==> src/hw/rtl/ccb_pkg.sv <==
// Shared types, constants and helper functions for the click classifier
// and blink controller. Used by every module of the block; depends on nothing.
`default_nettype none

package ccb_pkg;

    // Field and timer widths
    localparam int CFG_BITS       = 16;
    localparam int CFG_INDEX_BITS = 3;
    localparam int TIMER_BITS     = 16;
    localparam int PERIOD_COUNT   = 4;
    localparam int PTR_BITS       = 2;
    localparam int NUM_PERIODS    = 4;
    localparam int QUEUE_DEPTH    = 4;
    localparam int QPTR_BITS      = $clog2(QUEUE_DEPTH);
    localparam int QCNT_BITS      = $clog2(QUEUE_DEPTH + 1);

    localparam logic [TIMER_BITS-1:0] TMAX = '1;

    // Register indexes on the configuration port
    localparam logic [CFG_INDEX_BITS-1:0] REG_DEBOUNCE   = 3'd0;
    localparam logic [CFG_INDEX_BITS-1:0] REG_GAP        = 3'd1;
    localparam logic [CFG_INDEX_BITS-1:0] REG_FAST_BLINK = 3'd2;
    localparam logic [CFG_INDEX_BITS-1:0] REG_TX_TIMEOUT = 3'd3;
    localparam logic [CFG_INDEX_BITS-1:0] REG_PERIOD_0   = 3'd4;
    localparam logic [CFG_INDEX_BITS-1:0] REG_PERIOD_1   = 3'd5;
    localparam logic [CFG_INDEX_BITS-1:0] REG_PERIOD_2   = 3'd6;
    localparam logic [CFG_INDEX_BITS-1:0] REG_PERIOD_3   = 3'd7;

    // Reset values of the registers
    localparam logic [CFG_BITS-1:0] RST_DEBOUNCE   = 16'd70;
    localparam logic [CFG_BITS-1:0] RST_GAP        = 16'd200;
    localparam logic [CFG_BITS-1:0] RST_FAST_BLINK = 16'd100;
    localparam logic [CFG_BITS-1:0] RST_TX_TIMEOUT = 16'd3000;
    localparam logic [CFG_BITS-1:0] RST_PERIOD_0   = 16'd250;
    localparam logic [CFG_BITS-1:0] RST_PERIOD_1   = 16'd500;
    localparam logic [CFG_BITS-1:0] RST_PERIOD_2   = 16'd1000;
    localparam logic [CFG_BITS-1:0] RST_PERIOD_3   = 16'd2000;

    // Click report codes
    localparam logic [1:0] RPT_NONE   = 2'd0;
    localparam logic [1:0] RPT_SINGLE = 2'd1;
    localparam logic [1:0] RPT_DOUBLE = 2'd2;
    localparam logic [1:0] RPT_TRIPLE = 2'd3;

    // Button classifier phases
    typedef enum logic [3:0] {
        PH_IDLE         = 4'b0001,
        PH_DEBOUNCE     = 4'b0010,
        PH_WAIT_RELEASE = 4'b0100,
        PH_GAP          = 4'b1000
    } phase_t;

    typedef struct packed {
        logic [CFG_BITS-1:0] debounce;
        logic [CFG_BITS-1:0] gap;
    } front_cfg_t;

    typedef struct packed {
        logic [CFG_BITS-1:0]                  fast_blink;
        logic [CFG_BITS-1:0]                  tx_timeout;
        logic [NUM_PERIODS-1:0][CFG_BITS-1:0] periods;
    } back_cfg_t;

    // One classified tick passed from front to back
    typedef struct packed {
        logic [1:0] report;
        logic       start;
        logic       stop;
    } cmd_t;

    // Clamp a register value to the timer range.
    function automatic logic [TIMER_BITS-1:0] lim(input logic [CFG_BITS-1:0] v);
        logic [CFG_BITS+TIMER_BITS-1:0] wide;
        wide = {{TIMER_BITS{1'b0}}, v};
        if (wide > {{CFG_BITS{1'b0}}, TMAX})
            return TMAX;
        return wide[TIMER_BITS-1:0];
    endfunction

    // Saturating increment of a timer.
    function automatic logic [TIMER_BITS-1:0] bump(input logic [TIMER_BITS-1:0] t);
        if (t == TMAX)
            return TMAX;
        return t + TIMER_BITS'(1);
    endfunction

endpackage

`default_nettype wire

==> src/hw/rtl/click_classifier_blink_controller_top.sv <==
// Click classifier and LED blink controller, top level.
// Depends on ccb_pkg, ccb_cfg_regs, ccb_front, ccb_queue and ccb_back.
//
// Usage:
//   Input channel (in_valid / in_stall): one word per millisecond tick with
//   button_level (0 pressed), tx_start and tx_end.
//   Output channel (out_valid / out_stall): one result word per tick word,
//   in order: led_level, period_select, tx_mode, radio_trigger and
//   status_changed.
//   Configuration channel (cfg_valid / cfg_ready): cfg_index selects one of
//   the eight 16-bit registers, cfg_data is the word written; cfg_ready is
//   always high. Write only while no tick word is in flight.
// An accepted tick word is written into the command queue; the back end then
// takes it from the queue head and registers its result word. Throughput is
// one word per cycle while the receiver does not stall.
// Reset clears the classifier, the command queue and the controller and
// loads the register defaults; no result is pending afterwards.
// While the receiver stalls the result word holds; the four-entry queue
// absorbs further tick words, then in_stall rises until space frees.
`default_nettype none

module click_classifier_blink_controller_top (
    input  wire logic                               clk,
    input  wire logic                               rst_n,
    input  wire logic                               in_valid,
    output logic                                    in_stall,
    input  wire logic                               button_level,
    input  wire logic                               tx_start,
    input  wire logic                               tx_end,
    output logic                                    out_valid,
    input  wire logic                               out_stall,
    output logic                                    led_level,
    output logic [ccb_pkg::PTR_BITS-1:0]            period_select,
    output logic                                    tx_mode,
    output logic                                    radio_trigger,
    output logic                                    status_changed,
    input  wire logic                               cfg_valid,
    output logic                                    cfg_ready,
    input  wire logic [ccb_pkg::CFG_INDEX_BITS-1:0] cfg_index,
    input  wire logic [ccb_pkg::CFG_BITS-1:0]       cfg_data
);
    import ccb_pkg::*;

    front_cfg_t front_cfg;
    back_cfg_t  back_cfg;
    cmd_t       front_cmd;
    cmd_t       head_cmd;
    logic       q_full, q_empty, q_pop;
    logic       in_accept;

    assign cfg_ready = 1'b1;
    assign in_stall  = q_full;
    assign in_accept = in_valid && !q_full;

    // Register file
    ccb_cfg_regs u_cfg (
        .clk       (clk),
        .rst_n     (rst_n),
        .wr_en     (cfg_valid && cfg_ready),
        .wr_index  (cfg_index),
        .wr_data   (cfg_data),
        .front_cfg (front_cfg),
        .back_cfg  (back_cfg)
    );

    // Classifier
    ccb_front u_front (
        .clk          (clk),
        .rst_n        (rst_n),
        .cfg          (front_cfg),
        .accept       (in_accept),
        .button_level (button_level),
        .tx_start     (tx_start),
        .tx_end       (tx_end),
        .cmd          (front_cmd)
    );

    // Command queue
    ccb_queue u_queue (
        .clk       (clk),
        .rst_n     (rst_n),
        .push      (in_accept),
        .push_data (front_cmd),
        .pop       (q_pop),
        .head      (head_cmd),
        .full      (q_full),
        .empty     (q_empty)
    );

    // Blink controller
    ccb_back u_back (
        .clk            (clk),
        .rst_n          (rst_n),
        .cfg            (back_cfg),
        .cmd            (head_cmd),
        .cmd_avail      (!q_empty),
        .cmd_pop        (q_pop),
        .out_stall      (out_stall),
        .out_valid      (out_valid),
        .led_level      (led_level),
        .period_select  (period_select),
        .tx_mode        (tx_mode),
        .radio_trigger  (radio_trigger),
        .status_changed (status_changed)
    );

endmodule

`default_nettype wire

==> src/hw/rtl/ccb_cfg_regs.sv <==
// Configuration register file of the click classifier and blink controller.
// Depends on ccb_pkg for register indexes, reset values and the config structs.
`default_nettype none

module ccb_cfg_regs (
    input  wire logic                               clk,
    input  wire logic                               rst_n,
    input  wire logic                               wr_en,
    input  wire logic [ccb_pkg::CFG_INDEX_BITS-1:0] wr_index,
    input  wire logic [ccb_pkg::CFG_BITS-1:0]       wr_data,
    output ccb_pkg::front_cfg_t                     front_cfg,
    output ccb_pkg::back_cfg_t                      back_cfg
);
    import ccb_pkg::*;

    front_cfg_t front_reg;
    back_cfg_t  back_reg;

    // Register writes, one word per handshake
    always_ff @(posedge clk or negedge rst_n)
    begin
        if (!rst_n)
        begin
            front_reg.debounce  <= RST_DEBOUNCE;
            front_reg.gap       <= RST_GAP;
            back_reg.fast_blink <= RST_FAST_BLINK;
            back_reg.tx_timeout <= RST_TX_TIMEOUT;
            back_reg.periods[0] <= RST_PERIOD_0;
            back_reg.periods[1] <= RST_PERIOD_1;
            back_reg.periods[2] <= RST_PERIOD_2;
            back_reg.periods[3] <= RST_PERIOD_3;
        end
        else if (wr_en)
        begin
            unique case (wr_index)
                REG_DEBOUNCE:   front_reg.debounce  <= wr_data;
                REG_GAP:        front_reg.gap       <= wr_data;
                REG_FAST_BLINK: back_reg.fast_blink <= wr_data;
                REG_TX_TIMEOUT: back_reg.tx_timeout <= wr_data;
                REG_PERIOD_0:   back_reg.periods[0] <= wr_data;
                REG_PERIOD_1:   back_reg.periods[1] <= wr_data;
                REG_PERIOD_2:   back_reg.periods[2] <= wr_data;
                REG_PERIOD_3:   back_reg.periods[3] <= wr_data;
                default:        ;
            endcase
        end
    end

    assign front_cfg = front_reg;
    assign back_cfg  = back_reg;

endmodule

`default_nettype wire

==> src/hw/rtl/ccb_front.sv <==
// Front end: accepts tick words, runs the click classifier and emits commands.
// Depends on ccb_pkg for the phase type, report codes and timer helpers.
`default_nettype none

module ccb_front (
    input  wire logic                clk,
    input  wire logic                rst_n,
    input  wire ccb_pkg::front_cfg_t cfg,
    input  wire logic                accept,
    input  wire logic                button_level,
    input  wire logic                tx_start,
    input  wire logic                tx_end,
    output ccb_pkg::cmd_t            cmd
);
    import ccb_pkg::*;

    phase_t                phase_reg, phase_next;
    logic [TIMER_BITS-1:0] timer_reg, timer_next;
    logic [1:0]            tally_reg, tally_next;
    logic [TIMER_BITS-1:0] timer_inc;
    logic [1:0]            report;
    logic                  pressed;

    assign pressed   = ~button_level;
    assign timer_inc = bump(timer_reg);

    // Classifier next state for the word on the input
    always_comb
    begin
        phase_next = phase_reg;
        timer_next = timer_reg;
        tally_next = tally_reg;
        report     = RPT_NONE;
        unique case (phase_reg)
            PH_IDLE:
            begin
                if (pressed)
                begin
                    phase_next = PH_DEBOUNCE;
                    timer_next = '0;
                    tally_next = 2'd1;
                end
            end
            PH_DEBOUNCE:
            begin
                timer_next = timer_inc;
                if (timer_inc >= lim(cfg.debounce))
                    phase_next = PH_WAIT_RELEASE;
            end
            PH_WAIT_RELEASE:
            begin
                if (!pressed)
                begin
                    if (tally_reg == RPT_TRIPLE)
                    begin
                        report     = RPT_TRIPLE;
                        phase_next = PH_IDLE;
                    end
                    else
                    begin
                        phase_next = PH_GAP;
                        timer_next = '0;
                    end
                end
            end
            PH_GAP:
            begin
                if (pressed)
                begin
                    tally_next = tally_reg + 2'd1;
                    phase_next = PH_WAIT_RELEASE;
                end
                else
                begin
                    timer_next = timer_inc;
                    if (timer_inc >= lim(cfg.gap))
                    begin
                        report     = tally_reg;
                        phase_next = PH_IDLE;
                    end
                end
            end
            default:
            begin
                phase_next = PH_IDLE;
            end
        endcase
    end

    // State update on each accepted word
    always_ff @(posedge clk or negedge rst_n)
    begin
        if (!rst_n)
        begin
            phase_reg <= PH_IDLE;
            timer_reg <= '0;
            tally_reg <= '0;
        end
        else if (accept)
        begin
            phase_reg <= phase_next;
            timer_reg <= timer_next;
            tally_reg <= tally_next;
        end
    end

    assign cmd.report = report;
    assign cmd.start  = tx_start;
    assign cmd.stop   = tx_end;

    // A report always returns the classifier to idle.
    a_report_idle: assert property (@(posedge clk) disable iff (!rst_n)
        accept && (report != RPT_NONE) |=> phase_reg == PH_IDLE)
        else $error("click report without return to idle");

    // Debounce only moves on to waiting for release.
    a_debounce_next: assert property (@(posedge clk) disable iff (!rst_n)
        accept && (phase_reg == PH_DEBOUNCE)
        |=> (phase_reg == PH_DEBOUNCE) || (phase_reg == PH_WAIT_RELEASE))
        else $error("illegal exit from debounce");

    // A triple report only leaves the release wait with three clicks.
    a_triple_tally: assert property (@(posedge clk) disable iff (!rst_n)
        accept && (phase_reg == PH_WAIT_RELEASE) && (report == RPT_TRIPLE)
        |-> tally_reg == RPT_TRIPLE)
        else $error("triple report with wrong tally");

endmodule

`default_nettype wire

==> src/hw/rtl/ccb_queue.sv <==
// Short command queue between the classifier and the blink controller.
// Depends on ccb_pkg for the command type and queue depth.
`default_nettype none

module ccb_queue (
    input  wire logic          clk,
    input  wire logic          rst_n,
    input  wire logic          push,
    input  wire ccb_pkg::cmd_t push_data,
    input  wire logic          pop,
    output ccb_pkg::cmd_t      head,
    output logic               full,
    output logic               empty
);
    import ccb_pkg::*;

    cmd_t                 mem [QUEUE_DEPTH];
    logic [QPTR_BITS-1:0] wr_ptr_reg, rd_ptr_reg;
    logic [QCNT_BITS-1:0] count_reg, count_next;

    assign full  = (count_reg == QCNT_BITS'(QUEUE_DEPTH));
    assign empty = (count_reg == '0);
    assign head  = mem[rd_ptr_reg];

    // Storage
    always_ff @(posedge clk)
    begin
        if (push)
            mem[wr_ptr_reg] <= push_data;
    end

    // Occupancy
    always_comb
    begin
        count_next = count_reg;
        if (push && !pop)
            count_next = count_reg + QCNT_BITS'(1);
        else if (pop && !push)
            count_next = count_reg - QCNT_BITS'(1);
    end

    // Pointers and count
    always_ff @(posedge clk or negedge rst_n)
    begin
        if (!rst_n)
        begin
            wr_ptr_reg <= '0;
            rd_ptr_reg <= '0;
            count_reg  <= '0;
        end
        else
        begin
            if (push)
                wr_ptr_reg <= wr_ptr_reg + QPTR_BITS'(1);
            if (pop)
                rd_ptr_reg <= rd_ptr_reg + QPTR_BITS'(1);
            count_reg <= count_next;
        end
    end

    // The queue never overfills and is never read while empty.
    a_no_overflow: assert property (@(posedge clk) disable iff (!rst_n)
        !(push && full) && !(pop && empty))
        else $error("queue overflow or underflow");

    // A lone push grows the count by one.
    a_push_count: assert property (@(posedge clk) disable iff (!rst_n)
        push && !pop |=> count_reg == $past(count_reg) + QCNT_BITS'(1))
        else $error("queue count did not follow a push");

    // A lone pop shrinks the count by one.
    a_pop_count: assert property (@(posedge clk) disable iff (!rst_n)
        pop && !push |=> count_reg == $past(count_reg) - QCNT_BITS'(1))
        else $error("queue count did not follow a pop");

endmodule

`default_nettype wire

==> src/hw/rtl/ccb_back.sv <==
// Back end: applies click steps and transmit flags, runs the LED blink timer
// and holds the result word register. Depends on ccb_pkg.
`default_nettype none

module ccb_back (
    input  wire logic                         clk,
    input  wire logic                         rst_n,
    input  wire ccb_pkg::back_cfg_t           cfg,
    input  wire ccb_pkg::cmd_t                cmd,
    input  wire logic                         cmd_avail,
    output logic                              cmd_pop,
    input  wire logic                         out_stall,
    output logic                              out_valid,
    output logic                              led_level,
    output logic [ccb_pkg::PTR_BITS-1:0]      period_select,
    output logic                              tx_mode,
    output logic                              radio_trigger,
    output logic                              status_changed
);
    import ccb_pkg::*;

    logic [PTR_BITS-1:0]   ptr_reg, ptr_next;
    logic                  led_reg, led_next;
    logic [TIMER_BITS-1:0] blink_reg, blink_next;
    logic                  tx_reg, tx_next;
    logic [TIMER_BITS-1:0] elapsed_reg, elapsed_next;
    logic                  trigger, changed;
    logic [TIMER_BITS-1:0] half;
    logic [TIMER_BITS-1:0] blink_inc;

    logic                  valid_reg;
    logic                  trig_reg, chg_reg;

    // Take a command whenever the result register is free or being emptied
    assign cmd_pop = cmd_avail && (!valid_reg || !out_stall);

    // Period step, transmit tracking and blink timer for one command
    always_comb
    begin
        ptr_next     = ptr_reg;
        tx_next      = tx_reg;
        elapsed_next = elapsed_reg;
        led_next     = led_reg;
        trigger      = 1'b0;
        changed      = 1'b0;

        unique case (cmd.report)
            RPT_SINGLE:
            begin
                ptr_next = (ptr_reg == PTR_BITS'(PERIOD_COUNT - 1)) ? '0
                                                                    : ptr_reg + PTR_BITS'(1);
                changed  = 1'b1;
            end
            RPT_DOUBLE:
            begin
                ptr_next = (ptr_reg == '0) ? PTR_BITS'(PERIOD_COUNT - 1)
                                           : ptr_reg - PTR_BITS'(1);
                changed  = 1'b1;
            end
            RPT_TRIPLE:
            begin
                trigger = 1'b1;
            end
            default:
            begin
            end
        endcase

        if (cmd.start || cmd.stop)
        begin
            changed      = 1'b1;
            elapsed_next = '0;
            tx_next      = !cmd.stop;
        end
        else if (tx_reg)
        begin
            if (elapsed_reg >= lim(cfg.tx_timeout))
            begin
                tx_next = 1'b0;
                changed = 1'b1;
            end
            else
                elapsed_next = bump(elapsed_reg);
        end

        half       = lim(tx_next ? cfg.fast_blink : cfg.periods[ptr_next]);
        blink_inc  = bump(blink_reg);
        blink_next = blink_inc;
        if (blink_inc >= half)
        begin
            led_next   = !led_reg;
            blink_next = '0;
        end
    end

    // Controller state, advanced once per command
    always_ff @(posedge clk or negedge rst_n)
    begin
        if (!rst_n)
        begin
            ptr_reg     <= '0;
            led_reg     <= 1'b0;
            blink_reg   <= '0;
            tx_reg      <= 1'b0;
            elapsed_reg <= '0;
        end
        else if (cmd_pop)
        begin
            ptr_reg     <= ptr_next;
            led_reg     <= led_next;
            blink_reg   <= blink_next;
            tx_reg      <= tx_next;
            elapsed_reg <= elapsed_next;
        end
    end

    // Result word register
    always_ff @(posedge clk or negedge rst_n)
    begin
        if (!rst_n)
            valid_reg <= 1'b0;
        else if (cmd_pop)
            valid_reg <= 1'b1;
        else if (!out_stall)
            valid_reg <= 1'b0;
    end

    always_ff @(posedge clk)
    begin
        if (cmd_pop)
        begin
            trig_reg <= trigger;
            chg_reg  <= changed;
        end
    end

    assign out_valid      = valid_reg;
    assign led_level      = led_reg;
    assign period_select  = ptr_reg;
    assign tx_mode        = tx_reg;
    assign radio_trigger  = trig_reg;
    assign status_changed = chg_reg;

    // A pending result is not overwritten while the receiver stalls.
    a_hold_result: assert property (@(posedge clk) disable iff (!rst_n)
        valid_reg && out_stall |-> !cmd_pop)
        else $error("result overwritten under stall");

    // Transmit end always leaves transmit mode off.
    a_end_clears_tx: assert property (@(posedge clk) disable iff (!rst_n)
        cmd_pop && cmd.stop |=> !tx_reg)
        else $error("transmit still active after end");

    // A trigger word never carries a period step.
    a_trigger_no_step: assert property (@(posedge clk) disable iff (!rst_n)
        cmd_pop && (cmd.report == RPT_TRIPLE) |=> ptr_reg == $past(ptr_reg))
        else $error("period moved on a triple click");

endmodule

`default_nettype wire
==> config.mk <==
export PLATFORM = sky130hd
export DESIGN_NAME = click_classifier_blink_controller_top
export DESIGN_NICKNAME = d
export VERILOG_FILES = /design/src/hw/rtl/ccb_pkg.sv /design/src/hw/rtl/click_classifier_blink_controller_top.sv /design/src/hw/rtl/ccb_cfg_regs.sv /design/src/hw/rtl/ccb_front.sv /design/src/hw/rtl/ccb_queue.sv /design/src/hw/rtl/ccb_back.sv
export SDC_FILE = /design/constraint.sdc
export NUM_CORES = 1
export LEC_CHECK = 0
export BUFFER_PORTS_ARGS = -buffer_cell sky130_fd_sc_hd__buf_2
export CAP_MARGIN = 20
export CORE_UTILIZATION = 51
export DETAILED_ROUTE_END_ITERATION = 8
export PLACE_DENSITY_LB_ADDON = 0.05
export SYNTH_ARGS = -nofsm -noshare
export SYNTH_HDL_FRONTEND = slang
export SYNTH_SLANG_ARGS = --single-unit
==> constraint.sdc <==
create_clock -name clk -period 9.75 [get_ports clk]
set_input_delay 0.975 -clock clk [delete_from_list [all_inputs] [get_ports clk]]
set_output_delay 0.975 -clock clk [all_outputs]
set_load 0.02 [all_outputs]
# Word level (Yosys, flattened, before mapping)
# Memories as Yosys holds them, arrays and structs flattened.
# Cells that the tools add are included.
[classes]
n_eq_ne = 29
magnitude_cmp = 5
reduce_logical = 35
addsub = 10
mux = 55
[op_table]
columns = ["operator", "n"]
rows = [
  ["$mux 16", 16],
  ["$ge 16x16->1", 4],
  ["$pmux 16 s4", 1],
  ["$add 16x1->16 const B", 3],
  ["$eq 16x16->1 const B", 3],
  ["$bmux 16 s2", 1],
  ["$mux 4", 6],
  ["$reduce_and 2->1", 9],
  ["$mux 1", 17],
  ["$mux 2", 8],
  ["$pmux 4 s4", 1],
  ["$eq 3x3->1 const B", 5],
  ["$pmux 2 s2", 3],
  ["$ne 2x2->1 const B", 5],
  ["$add 2x1->2 const B", 4],
  ["$eq 2x2->1 const B", 4],
  ["$logic_not 1->1", 8],
  ["$eq 3x2->1 const B", 2],
  ["$logic_not 3->1", 2],
  ["$mux 3", 2],
  ["$ne 2x1->1 const B", 3],
  ["$reduce_and 6->1", 1],
  ["$reduce_bool 2->1", 3],
  ["$reduce_and 5->1", 1],
  ["18 further kinds", 22],
]
[totals]
in_bits = 27
out_inout_bits = 9
regBits = 196
mem_count = 1
mem_bits_rw = 16
[mem_list]
columns = ["name", "words", "word_bits", "read_ports", "rd_ports_with_merged_regs", "wr", "line", "text"]
rows = [
  ["u_queue.mem", 4, 4, 1, 0, 1, "ccb_queue.sv:17", "cmd_t mem [QUEUE_DEPTH];"],
]

# Longest topological paths before layout
[logic_depth]
ltp_word = 9
ltp_mapped = 19
ltp_nobuf = 16

# Hierarchy
# From an unflattened synthesis, not the netlist that was laid out.
[hier_totals]
cells_unflattened = 1052
hier_area_um2 = 12120.4
[modules_own_cells]
columns = ["mod", "area_per_inst_um2", "cells_per_inst", "n_inst"]
rows = [
  ["ccb_cfg_regs", 4964.8, 279, 1],
  ["ccb_back", 3753.6, 412, 1],
  ["ccb_front", 2401.1, 302, 1],
  ["ccb_queue", 972.2, 55, 1],
  ["click_classifier_blink_controller_top", 28.8, 4, 1],
]

# Worst setup path before layout
# OpenSTA, ideal clock, no wires.
[synth_timing]
path_kind = "register to register"
start = "register u_queue.rd_ptr_reg[0]"
end = "register u_back.blink_reg[8]"
path_buffers = 3
stages_incl_launch_ff = 17
t_arrival_ns = 4.399
period_less_slack_ns = 4.471
slack_ns = 5.279
t_required_ns = 9.678
setup_time_ns = 0.072
path_cell_list = "dfrtp_1 > buf_6 > mux4_2 > ha_1 > o21ai_2 > clkbuf_4 > mux4_4 > mux2i_1 > ha_1 > a21oi_1 > o21ai_0 > a21oi_1 > o21bai_1 > a31oi_1 > clkbuf_1 > a21oi_1 > nor2_1"
[synth_via]
elab_chain_cells = 8
elab_cells_between_ends = 12
[synth_rtl]
columns = ["item", "line", "text"]
rows = [
  ["from (decl)", "ccb_queue.sv:18", "logic [QPTR_BITS-1:0] wr_ptr_reg, rd_ptr_reg;"],
  ["from (signal assigned)", "ccb_queue.sv:56", "rd_ptr_reg <= rd_ptr_reg + QPTR_BITS'(1);"],
  ["$mem_v2 4x4 *", "--", ""],
  ["$eq 2x2->1 / $eq 2x1->1 (equally long branches)", "ccb_back.sv:47", "unique case (cmd.report)"],
  ["$pmux 2 s2", "ccb_back.sv:47", ""],
  ["$bmux 16 s2", "ccb_back.sv:86", "half = lim(tx_next ? cfg.fast_blink : cfg.periods[ptr_next]);"],
  ["$mux 16 (implied by the code)", "ccb_back.sv:86", ""],
  ["$mux 16 *", "ccb_back.sv:86", ""],
  ["$ge 16x16->1 *", "ccb_back.sv:89", "if (blink_inc >= half)"],
  ["$mux 16 *", "ccb_back.sv:89", ""],
  ["to (signal assigned)", "ccb_back.sv:111", "blink_reg <= blink_next;"],
  ["to (decl)", "ccb_back.sv:24", "logic [TIMER_BITS-1:0] blink_reg, blink_next;"],
]
# Every way passes the cells marked *; elsewhere a longest branch is shown, timed or not. The select of a mux whose other input is x is not followed.
# A chain may end at the register's enable or synchronous reset.

# Worst setup path in the final report
[layout_timing]
start = "register u_queue.rd_ptr_reg[0]"
end = "register u_back.led_reg (netlist: u_back.led_level)"
[layout_via]
elab_chain_cells = 8
elab_cells_between_ends = 12
[layout_rtl]
columns = ["item", "line", "text"]
rows = [
  ["$mem_v2 4x4 *", "--", ""],
  ["$eq 2x2->1 / $eq 2x1->1 (equally long branches)", "ccb_back.sv:47", ""],
  ["$pmux 2 s2", "ccb_back.sv:47", ""],
  ["$bmux 16 s2", "ccb_back.sv:86", ""],
  ["$mux 16 (implied by the code)", "ccb_back.sv:86", ""],
  ["$mux 16 *", "ccb_back.sv:86", ""],
  ["$ge 16x16->1 *", "ccb_back.sv:89", ""],
  ["$reduce_and 2->1 (no source line) *", "--", ""],
  ["to (signal assigned)", "ccb_back.sv:110", "led_reg <= led_next;"],
  ["to (decl)", "ccb_back.sv:23", "logic led_reg, led_next;"],
]
# Marks and branches as above.

==> flow_summary.json <==
{
  "yosys.area.top_type": "dfrtp_1",
  "post_cts_resized": 0,
  "synth_edf_count": 18,
  "worstMarginPinSlew_ns": 0.970,
  "vias_per_cell": 5.69,
  "internal-power_w": 0.00228,
  "dp_hpwl_mm": 18.2,
  "postSynthAreaPerCell_um2": 10.7,
  "critPathArrivalTime_ns": 5.28,
  "path_class": "flop to flop",
  "fillers": 1960,
  "grt_max_degree": 78,
  "fin_crit_sh": 0.501,
  "ant_nets": 0,
  "status": "completed",
  "netlist.area_leader.share": 0.327,
  "synthArstFlopShare": 0.915,
  "clk_latency_ns": 0.52,
  "wl_per_cell_um": 18.3,
  "dieHeight_um": 154,
  "gp_routability_congestion": 0.829,
  "largest_reg_flops": 96,
  "synth_cell_types": 67,
  "final_hold_viol_count": 0,
  "first_pass_iters": 4,
  "synth.most_common_cell": "dfrtp_1",
  "htreeDepth": 1,
  "synth_area_um2": 11700,
  "critPathBufInv": 1,
  "max_slew_margin": 0.352,
  "ys_seq_area_frac": 0.464,
  "vias": 8109,
  "worstSetupStartpointType": "flop",
  "coreArea_um2": 22600,
  "wl_mm": 26.1,
  "setup_viol": 0,
  "rrSetupSlack_ns": 4.86,
  "cts_setup_buffers": 0,
  "fin_crit_ns": 4.89,
  "grt-ovfl-total": 0,
  "clock_skew_ns": 0.0165,
  "io_pins": 36,
  "fin_nets": 1228,
  "cts_buffers": 25,
  "portBuffers": 34,
  "antenna_found_initial": 1,
  "synth_cells": 1096,
  "rows": 55,
  "pwr-share-comb": 0.375,
  "synth_flop_cell": "dfrtp_1",
  "critPathCaptureType": "flop",
  "cts_tree": "done",
  "drv_slew": 0,
  "fmax_mhz": 205,
  "drv_cap": 0,
  "timing.critical_path.slowest_cell_delay_ns": 0.75,
  "hp-class": "flop to flop",
  "powerDensity_nw_per_um2": 266,
  "sw_frac_of_total": 0.340,
  "setup-tns-final_ns": 0,
  "grt_usage": 0.231,
  "crit_family": "multiplexers",
  "path_cells": "mux4_2 > ha_1 > nor2_1 > o21ai_0 > o21ai_1 > buf_4 > mux4_2 > mux2_4 > ha_1 > nor2b_1 > o21ai_0 > a21oi_1 > o21bai_1 > a31oi_2 > nor2_1 > xor2_1",
  "clock_path_buffers": 3,
  "cts.sinks": 212,
  "area_growth_pct": 10.8,
  "drive_gt1_frac": 0.232,
  "whs_ns": 0.464,
  "dieArea_um2": 23600,
  "crit_path_max_fanout": 17,
  "holdBufCountCts": 0,
  "switchingPower_w": 0.00117,
  "clk_pin_slew_ns": 0.06,
  "synth.top_cells.by_count": "dfrtp_1, nand2_1, mux2_2",
  "start_util": 0.520,
  "ys_ff_latch": 212,
  "ir_worst_vdd_mv": 0.162,
  "rsz0062_at_grt": "no",
  "die_w_um": 154,
  "root_buffer": "clkbuf_16",
  "remaining_drc_errors": 0,
  "grt_pass1_wl_mm": 43.3,
  "ys_top_cells_by_area": "dfrtp_1, mux2_2, dfstp_2",
  "drt_iter0_markers": 327,
  "worst-endpoint-required_ns": 10.14,
  "critPathSlowestCell": "a31oi_2",
  "synth_warnings": 0,
  "grt_pass1_vias": 8036,
  "leakagePower_nw": 5.77,
  "power_frac_clock": 0.268,
  "p_seq_frac": 0.357,
  "syn_nets": 1202
}
[worst paths after layout]
kind,from,to,cells past startpoint
hold / removal,u_back.led_level,u_back.led_level,1
setup reg to reg,u_queue.rd_ptr_reg[0],u_back.led_level,16
hold reg to reg,u_back.led_level,u_back.led_level,1
setup / recovery,u_queue.rd_ptr_reg[0],u_back.led_level,16
max in group asynchronous,rst_n,u_cfg.back_cfg[63],3
min in group asynchronous,rst_n,u_back.blink_reg[2],1
[stage by stage]
stage                     total power [W]  instances   util  instance area [µm²]  setup WS (ns)
after floorplan                   0.00224       1096      -                11700           5.28
after global placement            0.00252       1377  0.538                12100           4.96
after detailed placement          0.00255       1378  0.538                12100           4.87
after CTS                         0.00349       1423  0.574                13000           4.85
after global routing              0.00369       1425  0.575                13000           4.56
final                             0.00345       1426  0.576                13000           4.86
[power by group through the flow]
| stage | Clock (W) | Sequential (W) | Combinational [W] |
|---|---|---|---|
| 2_1_floorplan | 0 | 0.00121 | 0.00103 |
| 3_5_place_dp | 0 | 0.00125 | 0.00130 |
| 3_3_place_gp | 0 | 0.00124 | 0.00128 |
| 4_1_cts | 0.000944 | 0.00123 | 0.00131 |
| 6_report | 0.000923 | 0.00123 | 0.00130 |
| 5_1_grt | 0.000981 | 0.00126 | 0.00145 |
[placed cells by master (no fill, tap or decap), types with 12 or more instances in the layout]
cell	count
a21oi_1	89
and3_1	15
buf_2	33
clkbuf_16	25
dfrtp_1	153
dfstp_2	41
edfxtp_1	18
ha_1	78
inv_1	69
mux2_2	102
mux2i_1	18
nand2_1	104
nand3_1	47
nand4_1	16
nor2_1	49
nor3_1	12
o21ai_0	75
xnor2_1	21
[cell type report]
type	instances	area (µm²)	area share
repair buffers	47	299	0.0230
multi-input cells	766	5810	0.447
well taps	285	357	0.0274
diodes	1	2.50	0.000193
flip-flops and latches	212	5450	0.419
clock buffers	38	724	0.0558
inverters	70	263	0.0202
clock inverters	7	86.3	0.00665
[logic make-up after synthesis]
group                      share of synthesized area
AOI/OAI and AO/OA                              0.112
xor gates and xnor gates                      0.0209
DFF                                            0.464
other                                       0.000320
adders and majority gates                     0.0849
buffers and inverters                         0.0420
and+or+nand+nor                                0.120
muxes                                          0.155
[per-layer routing]
metal | up-vias | global-route usage | part of all wire
met5 | - | 0 | 0
met1 | 3977 | 0.323 | 0.48
met2 | 114 | 0.379 | 0.47
met4 | 0 | 0.0581 | 0.021
li1 | 3981 | - | -
met3 | 37 | 0.0299 | 0.032
Power figures use the tool's default switching activity.
